===== src/rtl/core/dgmt_ram.sv =====
// generic single write port, single read port ram with registered read
module dgmt_ram #(
   parameter int WIDTH = 8,
   parameter int DEPTH = 16
) (
   input  logic                     clock,
   input  logic                     wr_en,
   input  logic [$clog2(DEPTH)-1:0] wr_addr,
   input  logic [WIDTH-1:0]         wr_data,
   input  logic                     rd_en,
   input  logic [$clog2(DEPTH)-1:0] rd_addr,
   output logic [WIDTH-1:0]         rd_data
);
   logic [WIDTH-1:0] mem_ff [DEPTH];
   logic [WIDTH-1:0] rd_data_ff;

   always_ff @(posedge clock) begin
      if (wr_en) mem_ff[wr_addr] <= wr_data;
      if (rd_en) rd_data_ff <= mem_ff[rd_addr];
   end

   assign rd_data = rd_data_ff;
endmodule


===== config.mk =====
export PLATFORM = sky130hd
export DESIGN_NAME = dgmt_ram
export DESIGN_NICKNAME = d
export VERILOG_FILES = /design/src/rtl/core/dgmt_ram.sv
export SDC_FILE = /design/constraint.sdc
export NUM_CORES = 1
export LEC_CHECK = 0
export CORE_UTILIZATION = 55
export DETAILED_ROUTE_END_ITERATION = 16
export DONT_BUFFER_PORTS = 1
export GPL_ROUTABILITY_DRIVEN = 1
export PLACE_DENSITY = 0.73
export SETUP_SLACK_MARGIN = 0.4
export SKIP_CTS_REPAIR_TIMING = 1
export SLEW_MARGIN = 0
export SYNTH_ARGS = -nofsm -noshare
export SYNTH_HDL_FRONTEND = slang
export SYNTH_SLANG_ARGS = --single-unit

===== constraint.sdc =====
create_clock -name clock -period 1.6 [get_ports clock]
set_input_delay 0.08 -clock clock [delete_from_list [all_inputs] [get_ports clock]]
set_output_delay 0.08 -clock clock [all_outputs]
set_load 0.03 [all_outputs]

* After elaboration in Yosys (flattened, before gate mapping)
Memory sizes are Yosys's and may differ from the RTL's. A register that Yosys moved wholly into a read port is not among the register bits.
Cells that the tools add are included.
W data, S select, Z words.
** Operators by class
- Muxes and demuxes :: 2
** Operators with widths (number)
- $mux W1 :: 2
** Word-level totals
- Register bits after elaboration :: 0
- Bits in writable memories :: 128
- Input bits :: 19
- Output and inout port bits :: 8
- Logic and storage cells :: 3
- Memories :: 1
** Memories
- mem_ff :: words 16, width 8, rd ports 1, clocked after Yosys merged registers in 1, write ports 1, RTL line 14 : logic [WIDTH-1:0] mem_ff [DEPTH];

* Longest topological paths before layout
- Depth in word-level cells :: 2
- Mapped depth :: 5
- Mapped depth without buffers :: 3

* Worst setup path after synthesis
No wires, ideal clock.
- Kind :: input -> register
- Start point :: in wr_addr[2]
- End point :: mem mem_ff[0][0], enable pin
- Setup time :: 383 ps
- Arrival :: 1190 ps
- Required time :: 1217 ps
- Slack :: 27 ps
- Stages :: 2
- Path buffers :: 0
- Path through :: or3b_2 -> nor3_1
** RTL lines
- start: declaration :: RTL line 8 : input logic [$clog2(DEPTH)-1:0] wr_addr,
- end: declaration :: RTL line 14
No word-level cell before the write port.

==> summary.md <==
| Metric | Value |
|---|---|
| Distinct cell type count after synthesis | 18 |
| Total power draw | 8.29 mW |
| Floorplan core area | 9240 µm² |
| Lkg Pwr | 1.99 nW |
| Critical Path AT | 1.70 ns |
| 1st-iter DRT viols | 204 |
| TritonCTS clock tree | done |
| Commonest non-fill, non-tap cell in the layout | sky130_fd_sc_hd__edfxtp_1 |
| Critical Path Slowest Stage Cell | sky130_fd_sc_hd__mux4_2 |
| I/O pin count | 27 |
| Clock insertion delay at the later pin of the skew report | 0.51 ns |
| DIE AREA | 9900 µm² |
| Skew final | 0.00522 ns |
| Cell-by-cell trace of the critical path | mux4_2 > a22oi_2 > nand2_2 |
| Initial core utilization | 56.6% |
| H-tree levels | 4 |
| Initial antenna violation count | 0 |
| Count of antenna diodes in the layout | 0 |
| Clock transition at the register clock pins on the worst setup and hold paths after CTS | 0.06 ns |
| Root buffer selected by CTS | sky130_fd_sc_hd__clkbuf_8 |
| Number of nets in the layout | 286 |
| Non-filler cells in the finished layout | 409 |
| Remaining routing DRC violations | 0 |
| Failing checks | negative hold slack |
| Transition at the pin with the smallest max-transition slack | 0.568 ns |
| Global route overflow | 0 |
| Post-route clock period utilization | 90.0% |
| Critical-path maximum fanout | 1 |
| Setup slack at placement | 0.0916 ns |
| Fin. Hold Viols | 7 |
| Total cell area at the placement stage | 5430 µm² |
| Number of pins with negative max-slew slack in the final report | 0 |
| Placement row count | 35 |
| Classification of the worst setup path | register to register |
| Instance count of the mapped netlist | 229 |
| Worst setup SP type | register |
| Pwr per Cell Area | 1340 nW/µm² |
| Filler cell count in the final layout | 585 |
| Global-route wire length before repair | 14.9 mm |
| Number of CTS-inserted buffers | 17 |
| Core utilization of the finished layout | 66.7% |
| Final TNS setup | 0 ns |
| Post-detailed-route count of antenna-violating nets | 0 |
| DR pass1 iterations | 4 |
| Placed wire-length estimate | 5.79 mm |
| Longest Clk Path Bufs | 2 |
| Flop and latch count out of synthesis | 136 |
| Netlist area before placement | 5230 µm² |
| Weighted congestion at the end of routability-driven global placement | 0.701 |
| Max-capacitance violation count | 0 |
| Setup repair after global routing missed its margin | yes |
| Classification of the worst-slack hold path | primary input to register |
| Synth Flop Type | sky130_fd_sc_hd__edfxtp_1 |
| Achievable frequency | 695 MHz |
| Via-per-instance ratio | 5.90 |
| Die span in y | 99.5 µm |
| Layout area overhead | 18.0% |
| Clock sink total | 136 |
| Total vias in the final route | 2,412 |
| Final WL | 10.1 mm |
| Horizontal die dimension | 99.5 µm |
| Largest incremental delay on the critical path | 0.49 ns |
| Total routing resource utilization after global routing | 22.4% |
| Sequential element share of the synthesized area | 78.1% |
| Mean instance size in the synthesized netlist | 22.8 µm² |
| Yosys warnings | 0 |
| Number of nets in the synthesized netlist | 248 |
| Average wire per standard cell | 24.7 µm |
| Smallest hold slack | -0.0597 ns |
| Commonest cells after routing, fill and taps aside | 136 x sky130_fd_sc_hd__edfxtp_1, 30 x sky130_fd_sc_hd__mux4_2, 18 x sky130_fd_sc_hd__buf_4 |
| Maximum resistive drop on vdd | 0.000778 V |
| Result of the run | finished, violations left |
| Shortest period the worst path allows | 1.44 ns |
| Port Buf Inserts | 0 |
| Final instance area | 6170 µm² |
| CP endpoint kind | register |
| Number of setup violations in the final report | 0 |
| Slack of the critical path | 0.161 ns |
| Required @ worst endpoint | 1.86 ns |
| Fraction of layout cells with a size suffix above 1 | 32.5% |
| Post-synth EDFFs | 136 |
| Remaining max-slew budget at the tightest pin | 62.0% |
| Share of synthesized flip-flops with an asynchronous set or reset | 0% |
| Number of placed instances with taps included | 366 |
| Number of global-route vias before repair | 2,484 |
| Largest net degree at the start of global routing | 33 |
## worst max-delay path: cells and delay by family, from the launching register on
kind | cells | cell delay (ns)
AO/OA/AOI/OAI | 1 | 0.21
multiplexers | 1 | 0.49
AND/OR/NAND/NOR | 1 | 0.09
flip-flops | 1 | 0.40
## report_power, final
group	total, mW	leakage, nW	switching [mW]	internal, mW
combinational	0.313	0.472	0.160	0.153
sequential	4.08	1.24	0.0618	4.02
clock	3.90	0.282	1.38	2.52
## path summary, 6_finish.rpt
kind / slack (ns) / end / startpoint / depth (start not counted)
min reg2reg: 0.75 / rd_data[6] / mem_ff[14][6] / 3
max: 0.16 / rd_data[4] / mem_ff[10][4] / 3
max reg2reg: 0.16 / rd_data[4] / mem_ff[10][4] / 3
min: -0.06 / rd_data[6] / rd_addr[1] / 3
## cell usage after synthesis, types with 2 or more instances
master / count / area [µm²]
sky130_fd_sc_hd__buf_6: 3 / 33.8
sky130_fd_sc_hd__a22oi_1: 16 / 120
sky130_fd_sc_hd__nand3b_1: 2 / 15.0
sky130_fd_sc_hd__nand2b_1: 2 / 12.5
sky130_fd_sc_hd__mux4_1: 14 / 368
sky130_fd_sc_hd__edfxtp_1: 136 / 4080
sky130_fd_sc_hd__mux4_2: 18 / 405
sky130_fd_sc_hd__nand2_1: 9 / 33.8
sky130_fd_sc_hd__buf_2: 3 / 15.0
sky130_fd_sc_hd__nor3_1: 4 / 20.0
sky130_fd_sc_hd__nor2_1: 13 / 48.8
sky130_fd_sc_hd__clkdlybuf4s25_2: 3 / 30.0
## metal layers
metal	vias to the layer above	track usage [%]	share of wire [%]	routed length, µm
met3	6	6.68	8.3	840
met5	-	0	0	0
met4	0	8.60	0.82	83
met1	1247	31.1	39	3920
li1	1044	-	-	-
met2	115	34.2	52	5260
## state kept, by name (all words and copies together), names as in the netlist
name / count
rd_data: 8
mem_ff: 128
## cell type report
cell class / instances / area, µm² / area share [%]
tap: 129 / 161 / 2.62
timing repair buffer: 29 / 245 / 3.98
clock inverter: 13 / 178 / 2.88
sequential: 136 / 4080 / 66.2
clock buffer: 19 / 422 / 6.84
multi-input combinational: 83 / 1080 / 17.5
## cell families after synthesis
logic type             Yosys count  share of synthesized area [%]
AOI/OAI and AO/OA               16                           2.30
buffers and inverters           10                           1.65
DFF                            136                           78.1
muxes                           32                           14.8
and+or+nand+nor                 35                           3.14
Power figures use the tool's default switching activity.
