--- src/rtl/core/dgmt_pkg.sv ---
// shared constants, types and helper functions of the depth grid mesh triangulator
package dgmt_pkg;

   localparam int MAX_WIDTH  = 512;
   localparam int MAX_HEIGHT = 512;

   localparam int COL_W   = $clog2(MAX_WIDTH);
   localparam int ROW_W   = $clog2(MAX_HEIGHT);
   localparam int FLOAT_W = 32;
   localparam int IDX_W   = 18;
   localparam int TOT_W   = 19;
   localparam int FACE_W  = 20;
   localparam int KIND_W  = 2;
   localparam int CFG_W   = 10;
   localparam int CSR_IDX_W = 8;

   localparam int WIDTH_RESET  = 512;
   localparam int HEIGHT_RESET = 424;

   // register indexes
   localparam logic [CSR_IDX_W-1:0] CSR_FRAME_WIDTH  = CSR_IDX_W'(0);
   localparam logic [CSR_IDX_W-1:0] CSR_FRAME_HEIGHT = CSR_IDX_W'(1);

   // result kinds
   localparam logic [KIND_W-1:0] KIND_VERTEX   = 2'd0;
   localparam logic [KIND_W-1:0] KIND_TRIANGLE = 2'd1;
   localparam logic [KIND_W-1:0] KIND_TOTALS   = 2'd2;

   // result queue
   localparam int Q_DEPTH = 4;
   localparam int Q_PTR_W = $clog2(Q_DEPTH);
   localparam int Q_CNT_W = $clog2(Q_DEPTH + 1);

   // line buffer entry: valid mark above the vertex index
   localparam int LINE_W = IDX_W + 1;

   typedef struct packed {
      logic vertex;
      logic lower;
      logic upper;
      logic totals;
   } flags_type;

   typedef struct packed {
      flags_type              flags;
      logic [FLOAT_W-1:0]     x;
      logic [FLOAT_W-1:0]     y;
      logic [FLOAT_W-1:0]     z;
      logic [IDX_W-1:0]       above_left;
      logic [IDX_W-1:0]       left;
      logic [IDX_W-1:0]       cur;
      logic [IDX_W-1:0]       top_right;
      logic [TOT_W-1:0]       vertex_total;
      logic [TOT_W-1:0]       face_total;
   } result_rec_type;

   function automatic logic [COL_W-1:0] width_last(input logic [CFG_W-1:0] v);
      int n;
      n = int'(v);
      if (n < 2) n = 2;
      if (n > MAX_WIDTH) n = MAX_WIDTH;
      return COL_W'(n - 1);
   endfunction

   function automatic logic [ROW_W-1:0] height_last(input logic [CFG_W-1:0] v);
      int n;
      n = int'(v);
      if (n < 2) n = 2;
      if (n > MAX_HEIGHT) n = MAX_HEIGHT;
      return ROW_W'(n - 1);
   endfunction

   function automatic logic [FLOAT_W-1:0] clear_nan(input logic [FLOAT_W-1:0] b);
      if (b[30:23] == 8'hFF && b[22:0] != 23'd0) return '0;
      return b;
   endfunction

endpackage

--- src/rtl/core/dgmt_if.sv ---


interface dgmt_rsp_if;
   import dgmt_pkg::*;
   logic               valid;
   logic               ready;
   logic [KIND_W-1:0]  kind;
   logic [FLOAT_W-1:0] x_out;
   logic [FLOAT_W-1:0] y_out;
   logic [FLOAT_W-1:0] z_out;
   logic [IDX_W-1:0]   corner_a;
   logic [IDX_W-1:0]   corner_b;
   logic [IDX_W-1:0]   corner_c;
   logic [TOT_W-1:0]   vertex_total;
   logic [TOT_W-1:0]   face_total;
   logic               last;
   modport source (output valid, kind, x_out, y_out, z_out, corner_a, corner_b, corner_c,
                   vertex_total, face_total, last, input ready);
   modport sink   (input valid, kind, x_out, y_out, z_out, corner_a, corner_b, corner_c,
                   vertex_total, face_total, last, output ready);
endinterface


--- src/rtl/core/dgmt_out_queue.sv ---
// result record queue that unpacks each record into vertex, triangle and totals results
module dgmt_out_queue (
   input  logic                          clock,
   input  logic                          reset,
   input  logic                          push,
   input  dgmt_pkg::result_rec_type      push_rec,
   output logic [dgmt_pkg::Q_CNT_W-1:0]  fill,
   dgmt_rsp_if.source                    rsp_chan
);
   import dgmt_pkg::*;

   result_rec_type       rec_ff [Q_DEPTH];
   logic [Q_PTR_W-1:0]   head_ff;
   logic [Q_PTR_W-1:0]   tail_ff;
   logic [Q_CNT_W-1:0]   fill_ff;
   logic [Q_PTR_W-1:0]   head_in;
   logic [Q_PTR_W-1:0]   tail_in;
   logic [Q_CNT_W-1:0]   fill_in;

   result_rec_type       head_rec;
   logic [3:0]           flag_bits;
   logic [3:0]           sel_bits;
   logic [3:0]           rem_bits;
   logic                 pop_step;
   logic                 rec_done;

   function automatic logic [Q_PTR_W-1:0] ptr_next(input logic [Q_PTR_W-1:0] p);
      if (p == Q_PTR_W'(Q_DEPTH - 1)) return '0;
      return p + Q_PTR_W'(1);
   endfunction

   assign head_rec  = rec_ff[head_ff];
   assign flag_bits = head_rec.flags;

   // results of one record leave in order vertex, lower, upper, totals
   always_comb begin
      rsp_chan.kind         = KIND_VERTEX;
      rsp_chan.x_out        = '0;
      rsp_chan.y_out        = '0;
      rsp_chan.z_out        = '0;
      rsp_chan.corner_a     = '0;
      rsp_chan.corner_b     = '0;
      rsp_chan.corner_c     = '0;
      rsp_chan.vertex_total = '0;
      rsp_chan.face_total   = '0;
      sel_bits              = 4'b0001;
      if (head_rec.flags.vertex) begin
         sel_bits       = 4'b1000;
         rsp_chan.x_out = head_rec.x;
         rsp_chan.y_out = head_rec.y;
         rsp_chan.z_out = head_rec.z;
      end else if (head_rec.flags.lower) begin
         sel_bits          = 4'b0100;
         rsp_chan.kind     = KIND_TRIANGLE;
         rsp_chan.corner_a = head_rec.above_left;
         rsp_chan.corner_b = head_rec.left;
         rsp_chan.corner_c = head_rec.cur;
      end else if (head_rec.flags.upper) begin
         sel_bits          = 4'b0010;
         rsp_chan.kind     = KIND_TRIANGLE;
         rsp_chan.corner_a = head_rec.above_left;
         rsp_chan.corner_b = head_rec.cur;
         rsp_chan.corner_c = head_rec.top_right;
      end else begin
         rsp_chan.kind         = KIND_TOTALS;
         rsp_chan.vertex_total = head_rec.vertex_total;
         rsp_chan.face_total   = head_rec.face_total;
      end
   end

   assign rem_bits      = flag_bits & ~sel_bits;
   assign rec_done      = (rem_bits == 4'b0000);
   assign rsp_chan.last = rec_done;
   assign rsp_chan.valid = (fill_ff != '0);
   assign pop_step      = rsp_chan.valid && rsp_chan.ready;
   assign fill          = fill_ff;

   always_comb begin
      head_in = head_ff;
      tail_in = tail_ff;
      fill_in = fill_ff;
      if (push) begin
         tail_in = ptr_next(tail_ff);
      end
      if (pop_step && rec_done) begin
         head_in = ptr_next(head_ff);
      end
      if (push && !(pop_step && rec_done)) begin
         fill_in = fill_ff + Q_CNT_W'(1);
      end else if (!push && pop_step && rec_done) begin
         fill_in = fill_ff - Q_CNT_W'(1);
      end
   end

   always_ff @(posedge clock) begin
      if (reset) begin
         head_ff <= '0;
         tail_ff <= '0;
         fill_ff <= '0;
      end else begin
         head_ff <= head_in;
         tail_ff <= tail_in;
         fill_ff <= fill_in;
      end
   end

   // tail never meets a non-empty head, so both writes may land in one cycle
   always_ff @(posedge clock) begin
      if (push) rec_ff[tail_ff] <= push_rec;
      if (pop_step && !rec_done) rec_ff[head_ff].flags <= flags_type'(rem_bits);
   end

   a_no_overflow : assert property (@(posedge clock) disable iff (reset)
      push |-> (fill_ff < Q_CNT_W'(Q_DEPTH)))
      else $error("result queue pushed while full");

   a_head_has_work : assert property (@(posedge clock) disable iff (reset)
      rsp_chan.valid |-> (flag_bits != 4'b0000))
      else $error("queued record without pending results");
endmodule

--- src/flat_wrapper.sv ---
// flat-port wrapper written by rule: the top's interface ports become plain ports
module dgmt_out_queue_flat import dgmt_pkg::*;
  (clock, reset, push, push_rec, fill, rsp_chan_valid, rsp_chan_kind, rsp_chan_x_out, rsp_chan_y_out, rsp_chan_z_out, rsp_chan_corner_a, rsp_chan_corner_b, rsp_chan_corner_c, rsp_chan_vertex_total, rsp_chan_face_total, rsp_chan_last, rsp_chan_ready);
  dgmt_rsp_if rsp_chan_i ();
  input  logic clock;
  input  logic reset;
  input  logic push;
  input  dgmt_pkg::result_rec_type push_rec;
  output logic [dgmt_pkg::Q_CNT_W-1:0] fill;
  output wire logic [$bits(rsp_chan_i.valid)-1:0] rsp_chan_valid;
  output wire logic [$bits(rsp_chan_i.kind)-1:0] rsp_chan_kind;
  output wire logic [$bits(rsp_chan_i.x_out)-1:0] rsp_chan_x_out;
  output wire logic [$bits(rsp_chan_i.y_out)-1:0] rsp_chan_y_out;
  output wire logic [$bits(rsp_chan_i.z_out)-1:0] rsp_chan_z_out;
  output wire logic [$bits(rsp_chan_i.corner_a)-1:0] rsp_chan_corner_a;
  output wire logic [$bits(rsp_chan_i.corner_b)-1:0] rsp_chan_corner_b;
  output wire logic [$bits(rsp_chan_i.corner_c)-1:0] rsp_chan_corner_c;
  output wire logic [$bits(rsp_chan_i.vertex_total)-1:0] rsp_chan_vertex_total;
  output wire logic [$bits(rsp_chan_i.face_total)-1:0] rsp_chan_face_total;
  output wire logic [$bits(rsp_chan_i.last)-1:0] rsp_chan_last;
  input wire logic [$bits(rsp_chan_i.ready)-1:0] rsp_chan_ready;
  assign rsp_chan_valid = rsp_chan_i.valid;
  assign rsp_chan_kind = rsp_chan_i.kind;
  assign rsp_chan_x_out = rsp_chan_i.x_out;
  assign rsp_chan_y_out = rsp_chan_i.y_out;
  assign rsp_chan_z_out = rsp_chan_i.z_out;
  assign rsp_chan_corner_a = rsp_chan_i.corner_a;
  assign rsp_chan_corner_b = rsp_chan_i.corner_b;
  assign rsp_chan_corner_c = rsp_chan_i.corner_c;
  assign rsp_chan_vertex_total = rsp_chan_i.vertex_total;
  assign rsp_chan_face_total = rsp_chan_i.face_total;
  assign rsp_chan_last = rsp_chan_i.last;
  assign rsp_chan_i.ready = rsp_chan_ready;
  dgmt_out_queue u_core (.clock(clock), .reset(reset), .push(push), .push_rec(push_rec), .fill(fill), .rsp_chan(rsp_chan_i));
endmodule
--- config.mk ---
export PLATFORM = sky130hd
export DESIGN_NAME = dgmt_out_queue_flat
export DESIGN_NICKNAME = d
export VERILOG_FILES = /design/src/rtl/core/dgmt_pkg.sv /design/src/rtl/core/dgmt_if.sv /design/src/rtl/core/dgmt_out_queue.sv /design/src/flat_wrapper.sv
export SDC_FILE = /design/constraint.sdc
export NUM_CORES = 1
export LEC_CHECK = 0
export BUFFER_PORTS_ARGS = -buffer_cell sky130_fd_sc_hd__buf_2
export CORE_MARGIN = 8
export CORE_UTILIZATION = 50
export CTS_CLUSTER_DIAMETER = 40
export DETAILED_ROUTE_END_ITERATION = 12
export HOLD_SLACK_MARGIN = 0.08
export PLACE_DENSITY = 0.68
export SLEW_MARGIN = 20
export SYNTH_ARGS = -nofsm -noshare
export SYNTH_HDL_FRONTEND = slang
export SYNTH_SLANG_ARGS = --single-unit
--- constraint.sdc ---
create_clock -name clock -period 12.4 [get_ports clock]
set_input_delay 1.86 -clock clock [delete_from_list [all_inputs] [get_ports clock]]
set_output_delay 1.86 -clock clock [all_outputs]
set_load 0.01 [all_outputs]
# Word level (Yosys, flattened, before mapping)
# Memories as Yosys holds them, arrays and structs flattened. A register that Yosys moved wholly into a read port is not among the register bits.
# Cells that the tools add are included.
dict set report op_classes {
  add_sub_neg 4
  eq_ne 2
  mux 40
  bitwise 2
  reduce_logical 12
}
# op n
set op_table {}
lappend op_table {{2-to-1 mux 18 bit} 9}
lappend op_table {{2-to-1 mux 19 bit} 6}
lappend op_table {{2-to-1 mux 32 bit} 3}
lappend op_table {{2-to-1 mux 2 bit} 10}
lappend op_table {{2-to-1 mux 1 bit} 8}
lappend op_table {{2-to-1 mux 4 bit} 2}
lappend op_table {{logical AND 1 bit} 6}
lappend op_table {{2-to-1 mux 3 bit} 2}
lappend op_table {{adder 2 x 1 -> 2 bit, second input constant} 2}
lappend op_table {{bitwise AND 4 bit} 1}
lappend op_table {{== test 2 bit, second input constant} 2}
lappend op_table {{logical NOT 4 bit} 1}
lappend op_table {{inverter 4 bit} 1}
lappend op_table {{adder 3 x 1 -> 3 bit, second input constant} 1}
lappend op_table {{logical NOT 1 bit} 3}
lappend op_table {{nonzero test 3 bit} 1}
lappend op_table {{subtractor 3 x 1 -> 3 bit, second input constant} 1}
lappend op_table {{nonzero test 2 bit} 1}
dict set report word_totals {
  register_bits 7
  mem_bits_rw 840
  input_bits 214
  out_inout_bits 195
  word_cells 64
  n_memories 1
}
# name words width read_ports rd_clocked_by_memory_dff write_ports line
set mem_list {}
lappend mem_list {u_core.rec_ff 4 210 1 1 2 dgmt_out_queue.sv:12} ;# result_rec_type rec_ff [Q_DEPTH];

# Logic depth before layout (Yosys ltp)
# Gate-level depths: netlist (run 1).
dict set report logic_depth {
  word_depth 11
  mapped_depth 9
  mapped_depth_nobuf 8
}

# Worst setup path before layout (run 1)
# Ideal clock, no wire load.
dict set report synth_path {
  kind {input port to flip-flop}
  start {in push}
  end {mem u_core.rec_ff[0][206] (netlist name), enable pin}
  arrival_time_ps 8478
  slack_ps 3601
  stages 4
  n_path_buf 2
  path_cell_list {clkbuf_1 and2_1 clkbuf_1 nand2b_1}
}
# item line
set synth_lines {}
lappend synth_lines {{start, declared} flat_wrapper.sv:7} ;# input logic push;
lappend synth_lines {{end, declared} dgmt_out_queue.sv:12}

==> results_dict.tcl, run 1 <==
set metrics [dict create \
    core_area_um2 64500 \
    fp.dieW_um 271 \
    layout.nets 2144 \
    antenna_left 0 \
    hold_buffers 0 \
    mostFrequentLayoutCells "edfxtp_1, buf_2, mux4_2" \
    vias_per_cell 5.56 \
    power.density_nw_per_um2 209 \
    end_kind "primary output" \
    ir_drop_uv 145 \
    cts_resized 0 \
    p_leak_nw 13.6 \
    drtIter0Drc 1134 \
    ys_ff_latch 849 \
    wl_mm 70.7 \
    post_cts_buffers 0 \
    grt_pass1_wl_mm 106 \
    cts.sinks 849 \
    drv_cap 0 \
    comb_power_share_pct 21.0 \
    synth_nets 1680 \
    max_stage_delay_ns 1.13 \
    crit_type "flop to primary output" \
    fin_skew_ns 0.0165 \
    start_util_pct 50.5 \
    worstSkewPairLatency_ns 0.63 \
    synth_cell_type_count 32 \
    setup_viol_count_final 0 \
    dp_hpwl_mm 42.3 \
    clkSlewWorstSetupHoldPaths_ns 0.05 \
    clockRootBuffer "clkbuf_16" \
    routabilityCongestion 0.743 \
    status "completed" \
    synthCells 1457 \
    yosysSeqAreaShare_pct 78.0 \
    io_buffers 408 \
    ys_warn_count 0 \
    rsz0062_at_grt "no" \
    area_delta_synth_final_pct 20.8 \
    min_path_type "flop to flop" \
    rows 93 \
    via_count 16014 \
    finalCritPeriodShare_pct 52.9 \
    syn_area_um2 32600 \
    drc_errors 0 \
    fill_cells 4556 \
    die_area_um2 73600 \
    avgSynthCellArea_um2 22.4 \
    grt-ovfl-total 0 \
    htreeDepth 3 \
    max_freq_mhz 153 \
    critPathMaxFanout 56 \
    grt_pass1_vias 16897 \
    p_int_mw 5.96 \
    dr.pass1.iters 5 \
    drive_gt1_share_pct 42.2 \
    arrival_ns 4.70 \
    switching_power_mw 2.26 \
    crit_path_start_kind "flop" \
    hold_viol_final 0 \
    final_common_cell "edfxtp_1" \
    io_pins 409 \
    worstPathCellList "buf_4 > mux4_4 > or3_4 > nor2b_1 > buf_2" \
    switching_share_pct 27.5 \
    grt_start_max_net_pins 156 \
    final.min_clock_period_ns 6.56 \
    antenna_found_initial 24 \
    power_frac_seq_pct 40.9 \
    cp.required_ns 10.54 \
    cp_slowest_cell "mux4_4" \
    drv_slew 0 \
    holdWs_ns 0.548 \
    cts_buffers 112 \
    tightest_slew_ns 1.07 \
    cts_tree "yes" \
    wl_per_cell_um 24.5 \
    slew_headroom_pct 28.4 \
    die_h_um 271 \
    clockBufferDepth 3 \
    power_frac_clock_pct 38.1 \
    grtUsageTotal_pct 18.8 \
    setup-tns-final_ns 0 \
]
[state kept, by name (all words and copies together) (netlist names), named ones only]
| register | cells |
|---|---|
| u_core.fill | 3 |
| u_core.rec_ff | 840 |
| u_core.head_ff | 2 |
| u_core.tail_ff | 2 |
[stage by stage]
step                power (mW)  cell area, um2  cells  util (%)  worst slack [ns]
floorplan                 4.54           32600   1457         -              3.60
global placement          5.16           35500   2661      55.1              6.35
detailed placement        5.18           35500   2661      55.1              6.30
CTS                       8.32           39300   2869      60.9              5.60
global route              8.55           39300   2874      61.0              5.41
finish                    8.22           39300   2881      61.0              5.84
[kinds of logic (layout without fill, tap and decap cells)]
logic type,after synthesis,in the layout,synth area share [%]
flip-flops,849,849,78.0
AND/OR/NAND/NOR,236,236,4.11
buffers and inverters,86,644,1.13
AO/OA/AOI/OAI,29,29,0.680
other,0,11,0
XOR/XNOR,1,1,0.0500
adder cells (fa/ha/maj),10,10,0.403
multiplexers,246,246,15.6
[final timing paths]
check	start	to	slack [ns]	cells after the start
setup / recovery	flop	rsp_chan_vertex_total[17]	5.84	5
hold / removal	u_core.head_ff[0]$_SDFFE_PP0P_	u_core.head_ff[0]$_SDFFE_PP0P_	0.55	2
setup reg to reg	flop	u_core.fill[2]$_SDFFE_PP0P_	7.74	9
hold reg to reg	u_core.head_ff[0]$_SDFFE_PP0P_	u_core.head_ff[0]$_SDFFE_PP0P_	0.55	2
[area by class of cell]
type | count | area (um2) | share of cell area (%)
tap | 855 | 1070 | 2.72
clock buffer | 121 | 2860 | 7.27
sequential | 849 | 25400 | 64.6
inverter | 7 | 26.3 | 0.0668
multi-input combinational | 522 | 6830 | 17.4
antenna | 11 | 27.5 | 0.0700
clock inverter | 87 | 881 | 2.24
timing repair buffer | 429 | 2240 | 5.68
[critical path, delay by kind of cell, from the launching register on]
kind	cells	cell delay, ns
muxes	1	1.13
and+or+nand+nor	2	0.92
DFF	1	0.91
buffers and inverters	2	1.05
[power groups by stage]
stage / clock network [mW] / registers (mW) / logic (mW)
after floorplan: 0 / 3.40 / 1.14
after global placement: 0 / 3.42 / 1.74
after detailed placement: 0 / 3.43 / 1.75
after CTS: 3.19 / 3.37 / 1.76
after global routing: 3.31 / 3.38 / 1.87
final: 3.13 / 3.36 / 1.72
[synth_stat cells]
cell type	instances	area, um2
a211oi_2	2	25.0
a21oi_1	2	10.0
a22oi_1	18	135
and2_1	101	632
and3_1	4	25.0
buf_1	3	11.3
buf_2	31	155
buf_6	1	11.3
clkbuf_1	44	165
dfxtp_1	9	180
edfxtp_1	840	25200
fa_1	1	20.0
ha_1	8	100
inv_1	7	26.3
maj3_2	1	11.3
mux2_1	2	22.5
mux2i_1	34	340
mux4_2	210	4730
nand2_1	15	56.3
nand2_2	5	31.3
nand2b_1	6	37.5
nor2_1	42	158
nor2b_1	59	369
nor3_1	1	5.00
o21a_1	1	7.51
o21ai_0	2	10.0
o21ai_2	1	8.76
o21bai_1	1	7.51
o31a_1	2	17.5
or3_1	2	12.5
or3_4	1	11.3
xnor2_2	1	16.3
[routing by layer]
layer,vias to the layer above,track usage [%],part of all wire [%],routed length [um]
met5,-,0,0.19,137
met4,22,5.24,2.0,1420
met3,133,5.51,7.9,5570
met1,8374,24.7,39,27800
met2,520,30.9,51,35800
li1,6965,-,-,-
Note: power is estimated with default switching activity, not from simulation.
==> inputs of run 2 (changes only) <==
--- a/config.mk
+++ b/config.mk
@@ -5,13 +5,14 @@
 export SDC_FILE = /design/constraint.sdc
 export NUM_CORES = 1
 export LEC_CHECK = 0
+export ABC_AREA = 1
 export BUFFER_PORTS_ARGS = -buffer_cell sky130_fd_sc_hd__buf_2
 export CORE_MARGIN = 8
 export CORE_UTILIZATION = 50
 export CTS_CLUSTER_DIAMETER = 40
 export DETAILED_ROUTE_END_ITERATION = 12
 export HOLD_SLACK_MARGIN = 0.08
-export PLACE_DENSITY = 0.68
+export PLACE_DENSITY = 0.71
 export SLEW_MARGIN = 20
 export SYNTH_ARGS = -nofsm -noshare
 export SYNTH_HDL_FRONTEND = slang
==> constraint.sdc (replaced) <==
create_clock -name clock -period 5.9 [get_ports clock]
set_input_delay 0.885 -clock clock [delete_from_list [all_inputs] [get_ports clock]]
set_output_delay 0.885 -clock clock [all_outputs]
set_load 0.01 [all_outputs]
==> results_dict.tcl, run 2 <==
set metrics [dict create \
    drtIter0Drc 2128 \
    syn_area_um2 33500 \
    worst_slack_ns 0.727 \
    worstSkewPairLatency_ns 0.65 \
    area_delta_synth_final_pct 19.2 \
    crit_path_start_kind "flop" \
    drv_cap 0 \
    slew_headroom_pct 24.7 \
    finalCritPeriodShare_pct 87.7 \
    clockBufferDepth 3 \
    status "completed" \
    start_util_pct 50.2 \
    io_pins 409 \
    die_area_um2 75500 \
    holdPathStages 1 \
    grt-ovfl-total 0 \
    cts_tree "yes" \
    synth_cell_type_count 32 \
    grtUsageTotal_pct 21.5 \
    grt_pass1_wl_mm 125 \
    synth.area.top_cells "edfxtp_1, o21ai_0, nor2_1" \
    end_kind "primary output" \
    dp_hpwl_mm 47.5 \
    arrival_ns 4.29 \
    dr.pass1.iters 6 \
    ys_ff_latch 849 \
    netlist_top_cells_count "edfxtp_1, nor2_1, o21ai_0" \
    synth_most_common_cell "edfxtp_1" \
    cp-endpoint "rsp_chan_corner_c[16]" \
    drv_slew 0 \
    io_buffers 408 \
    clkSlewWorstSetupHoldPaths_ns 0.06 \
    critPathMaxFanout 88 \
    p_leak_nw 15.2 \
    synth_top_area_share_pct 75.4 \
    worstRegToRegCells 11 \
    vias_per_cell 5.61 \
    fp.dieW_um 275 \
    wl_mm 84.3 \
    ys_warn_count 0 \
    crit_type "flop to primary output" \
    fin_skew_ns 0.0171 \
    post_cts_buffers 0 \
    core_area_um2 66700 \
    avgSynthCellArea_um2 12.8 \
    largest_register_ffs 840 \
    mostFrequentLayoutCells "edfxtp_1, nor2_1, buf_2" \
    grt_pass1_vias 22059 \
    synth_flop_cell "edfxtp_1" \
    tightest_slew_ns 1.13 \
    htreeDepth 3 \
    clockRootBuffer "clkbuf_16" \
    drc_errors 0 \
    rrSetupSlack_ns 1.91 \
    cts.sinks 849 \
    grt_start_max_net_pins 193 \
    layout.nets 3215 \
    regMostFlops "u_core.rec_ff" \
    cts_resized 0 \
    cp.required_ns 5.02 \
    die_h_um 275 \
    power.density_nw_per_um2 536 \
    synthCells 2620 \
    setup-tns-final_ns 0 \
    yosysSeqAreaShare_pct 75.9 \
    rsz0062_at_grt "no" \
    synth_top_cell_by_area "edfxtp_1" \
    ir_drop_uv 564 \
    r2r_end "u_core.fill[1]$_SDFFE_PP0P_" \
    routabilityCongestion 0.780 \
    antenna_found_initial 26 \
    cts_buffers 108 \
    setup_viol_count_final 0 \
    antenna_left 0 \
    drive_gt1_share_pct 20.8 \
    rows 95 \
    synth_edf_count 840 \
    hold_viol_final 0 \
    dp_slack_ns 1.37 \
    p_total_mw 21.4 \
    hold_buffers 0 \
    max_freq_mhz 193 \
    final_common_cell "edfxtp_1" \
    synth_nets 2843 \
    wl_per_cell_um 21.2 \
    async_flop_share_pct 0 \
    via_count 22339 \
    final.min_clock_period_ns 5.17 \
    min_path_type "input port to flop" \
]
==> run 2: area by class of cell <==
type,count,area (um2)
fill,5093,26800
sequential,849,25400
multi-input combinational,1480,6850
clock buffer,115,2770
timing repair buffer,428,2250
tap,873,1090
clock inverter,86,941
inverter,125,519
antenna,27,67.6
==> run 2: worst min-delay path by stage <==
stage | slack, ns | to | start
4_1_cts | 0.39 | u_core.rec_ff[0][140]$_DFFE_PP_ | push_rec[140]
3_5_place_dp | 0.54 | u_core.tail_ff[1]$_SDFFE_PP0P_ | u_core.tail_ff[1]$_SDFFE_PP0P_
5_1_grt | 0.40 | u_core.tail_ff[0]$_SDFFE_PP0P_ | reset
3_3_place_gp | 0.50 | u_core.tail_ff[1]$_SDFFE_PP0P_ | u_core.tail_ff[1]$_SDFFE_PP0P_
6_report | 0.44 | u_core.rec_ff[0][140]$_DFFE_PP_ | push_rec[140]
2_1_floorplan | 0.49 | u_core.tail_ff[1]$_SDFFE_PP0P_ | u_core.tail_ff[1]$_SDFFE_PP0P_
==> run 2: routing by layer <==
metal / GRT usage, % / vias up / part of all wire, %
met5: 0 / - / 0.097
met3: 4.51 / 178 / 7.6
li1: - / 10218 / -
met1: 26.4 / 11030 / 39
met4: 8.49 / 14 / 3.2
met2: 37.0 / 899 / 51
==> run 2: metrics by stage <==
| step | utilization, % | cell area, um2 | hold WS, ns | cells |
|---|---|---|---|---|
| final | 59.8 | 39900 | 0.435 | 3983 |
| after global routing | 59.8 | 39900 | 0.404 | 3970 |
| after CTS | 59.7 | 39800 | 0.390 | 3956 |
| after detailed placement | 54.2 | 36100 | 0.538 | 3755 |
| after global placement | 54.2 | 36100 | 0.504 | 3755 |
| after floorplan | - | 33500 | 0.494 | 2620 |
==> run 2: kinds of logic (layout without fill, tap and decap cells) <==
logic type / after synthesis / in the layout / share of synthesized area (%)
buf+inv: 291 / 754 / 3.62
other cells: 0 / 27 / 0
compound gates: 628 / 628 / 10.1
fa+ha+maj: 9 / 9 / 0.359
simple gates: 843 / 843 / 10.0
flops: 849 / 849 / 75.9
==> run 2: power breakdown <==
group | internal [mW] | switching, mW | leakage (nW)
clock network | 4.00 | 2.58 | 1.80
logic | 2.26 | 5.46 | 5.55
registers | 6.95 | 0.123 | 7.80
total | 13.2 | 8.16 | 15.2
==> run 2: critical path, cell delays in order, from the launching register on <==
cell and delay [ns]:
dfxtp_4 0.69, clkinv_8 0.42, nand2_1 0.16, nand3_1 0.10, nand2_2 0.51, inv_2 0.42
nor2_2 0.78, nand2_1 0.16, a21oi_1 0.20, buf_2 0.17
==> inputs of run 3 (changes only) <==
--- a/config.mk
+++ b/config.mk
@@ -7,12 +7,14 @@
 export LEC_CHECK = 0
 export ABC_AREA = 1
 export BUFFER_PORTS_ARGS = -buffer_cell sky130_fd_sc_hd__buf_2
+export CELL_PAD_IN_SITES_DETAIL_PLACEMENT = 2
+export CELL_PAD_IN_SITES_GLOBAL_PLACEMENT = 2
 export CORE_MARGIN = 8
-export CORE_UTILIZATION = 50
+export CORE_UTILIZATION = 36
 export CTS_CLUSTER_DIAMETER = 40
 export DETAILED_ROUTE_END_ITERATION = 12
 export HOLD_SLACK_MARGIN = 0.08
-export PLACE_DENSITY = 0.71
+export PLACE_DENSITY = 0.74
 export SLEW_MARGIN = 20
 export SYNTH_ARGS = -nofsm -noshare
 export SYNTH_HDL_FRONTEND = slang
==> results_dict.tcl, run 3 (synthesis results as in run 2) <==
set metrics [dict create \
    status "completed" \
    drc_errors 0 \
    arrival_ns 4.18 \
    layout.nets 3249 \
    wl_per_cell_um 25.5 \
    crit_path_start_kind "flop" \
    rsz0062_at_grt "no" \
    worstRegToRegCells 14 \
    cp.required_ns 5.02 \
    via_count 23159 \
    end_kind "primary output" \
    dr.pass1.iters 5 \
    final_core_util_pct 44.7 \
    drive_gt1_share_pct 21.9 \
    holdWs_ns 0.377 \
    clkSlewWorstSetupHoldPaths_ns 0.05 \
    finalCritPeriodShare_pct 85.8 \
    grt-ovfl-total 0 \
    hold_viol_final 0 \
    tightest_slew_ns 1.19 \
    crit_type "flop to primary output" \
    start_util_pct 36.1 \
    antenna_found_initial 43 \
    max_freq_mhz 198 \
    grt_start_max_net_pins 237 \
    drv_slew 0 \
    antenna_left 0 \
    regMostFlops "u_core.rec_ff" \
    grt_pass1_vias 26548 \
    holdPathStages 1 \
    die_area_um2 103000 \
    fin_skew_ns 0.0195 \
    grtUsageTotal_pct 21.4 \
    setup-tns-final_ns 0 \
    htreeDepth 4 \
    routabilityCongestion 0.763 \
    drv_cap 0 \
    dpl_cell_area_um2 36600 \
    dp_hpwl_mm 65.1 \
    worstSkewPairLatency_ns 0.71 \
    power.density_nw_per_um2 571 \
    worstPathCellList "clkinv_8 > nand2_1 > nand3_1 > nand2_2 > inv_2 > nor2_2 > nand2_1 > a21oi_1 > buf_2" \
    critPathMaxFanout 112 \
    post_cts_buffers 0 \
    io_pins 409 \
    mostFrequentLayoutCells "edfxtp_1, nor2_1, buf_2" \
    cp_slowest_cell "nor2_2" \
    setup_viol_count_final 0 \
    cts_buffers 141 \
    final.min_clock_period_ns 5.06 \
    wl_mm 113 \
    drtIter0Drc 1302 \
    final_area_um2 41500 \
    cts_tree "yes" \
    crit_top_cell "nand2_1" \
    seqCellArea_um2 25400 \
    hold_buffers 0 \
    p_leak_nw 15.7 \
    final_common_cell "edfxtp_1" \
    io_buffers 408 \
    clockRootBuffer "clkbuf_16" \
    core_area_um2 92800 \
    cts_resized 0 \
    rows 112 \
    grt_pass1_wl_mm 167 \
    fill_cells 9261 \
    clockBufferDepth 3 \
    dp_slack_ns 1.25 \
    area_delta_synth_final_pct 24.0 \
    fp.dieW_um 321 \
    ir_drop_uv 343 \
    die_h_um 321 \
    largest_register_ffs 840 \
    worst_slack_ns 0.839 \
    max_stage_delay_ns 0.88 \
    vias_per_cell 5.25 \
    cts.sinks 849 \
    slew_headroom_pct 20.7 \
    min_path_type "input port to flop" \
    multiInputGateArea_um2 6850 \
]
-- run 3: cell count changes in the layout (fill, tap and decap cells not counted), moves of 2 or more --
cell / change
inv_6: -2
clkinv_2: +13
inv_8: -5
bufinv_16: +9
clkinv_4: -8
clkbuf_1: +8
clkbuf_16: +35
clkinvlp_4: +2
buf_12: +2
diode_2: -2
-- run 3: area by class of cell --
cell class | instances | share of cell area [%]
clock buffer | 158 | 8.86
multi-input combinational | 1480 | 16.5
timing repair buffer | 429 | 5.54
tap | 1254 | 3.78
clock inverter | 94 | 2.66
inverter | 125 | 1.27
sequential | 849 | 61.2
antenna | 25 | 0.151
-- run 3: path summary, 6_finish.rpt --
kind	slack (ns)	startpoint	to
max	0.84	flop	rsp_chan_corner_c[4]
min	0.38	push_rec[132]	u_core.rec_ff[0][132]$_DFFE_PP_
max reg2reg	1.91	flop	u_core.fill[2]$_SDFFE_PP0P_
min reg2reg	0.55	u_core.tail_ff[1]$_SDFFE_PP0P_	u_core.tail_ff[1]$_SDFFE_PP0P_
-- run 3: report_power, final --
part           internal (mW)  leakage [nW]  switching [mW]  total [mW]
logic                   2.27          5.57            6.01        8.28
registers               6.96          7.80          0.0999        7.06
clock network           5.41          2.33            2.95        8.36
total                   14.6          15.7            9.06        23.7
-- run 3: through the flow --
stage,std cells,total power [mW]
global placement,4136,15.1
CTS,4388,24.0
detailed placement,4136,15.5
global route,4405,24.9
finish,4414,23.7
floorplan,2620,11.9
-- run 3: per-layer routing --
| metal | wire, um | up-vias | global-route usage, % |
|---|---|---|---|
| met5 | 78 | - | 0 |
| met4 | 4070 | 12 | 8.83 |
| met3 | 5760 | 257 | 5.30 |
| met2 | 59900 | 615 | 39.2 |
| met1 | 42800 | 11975 | 23.7 |
| li1 | - | 10300 | - |
-- run 3: critical path: cells and delay by family (launching register included) --
kind,cells,cell delay [ns]
and+or+nand+nor,5,1.80
AOI/OAI and AO/OA,1,0.26
buffers and inverters,3,0.97
DFF,1,0.39
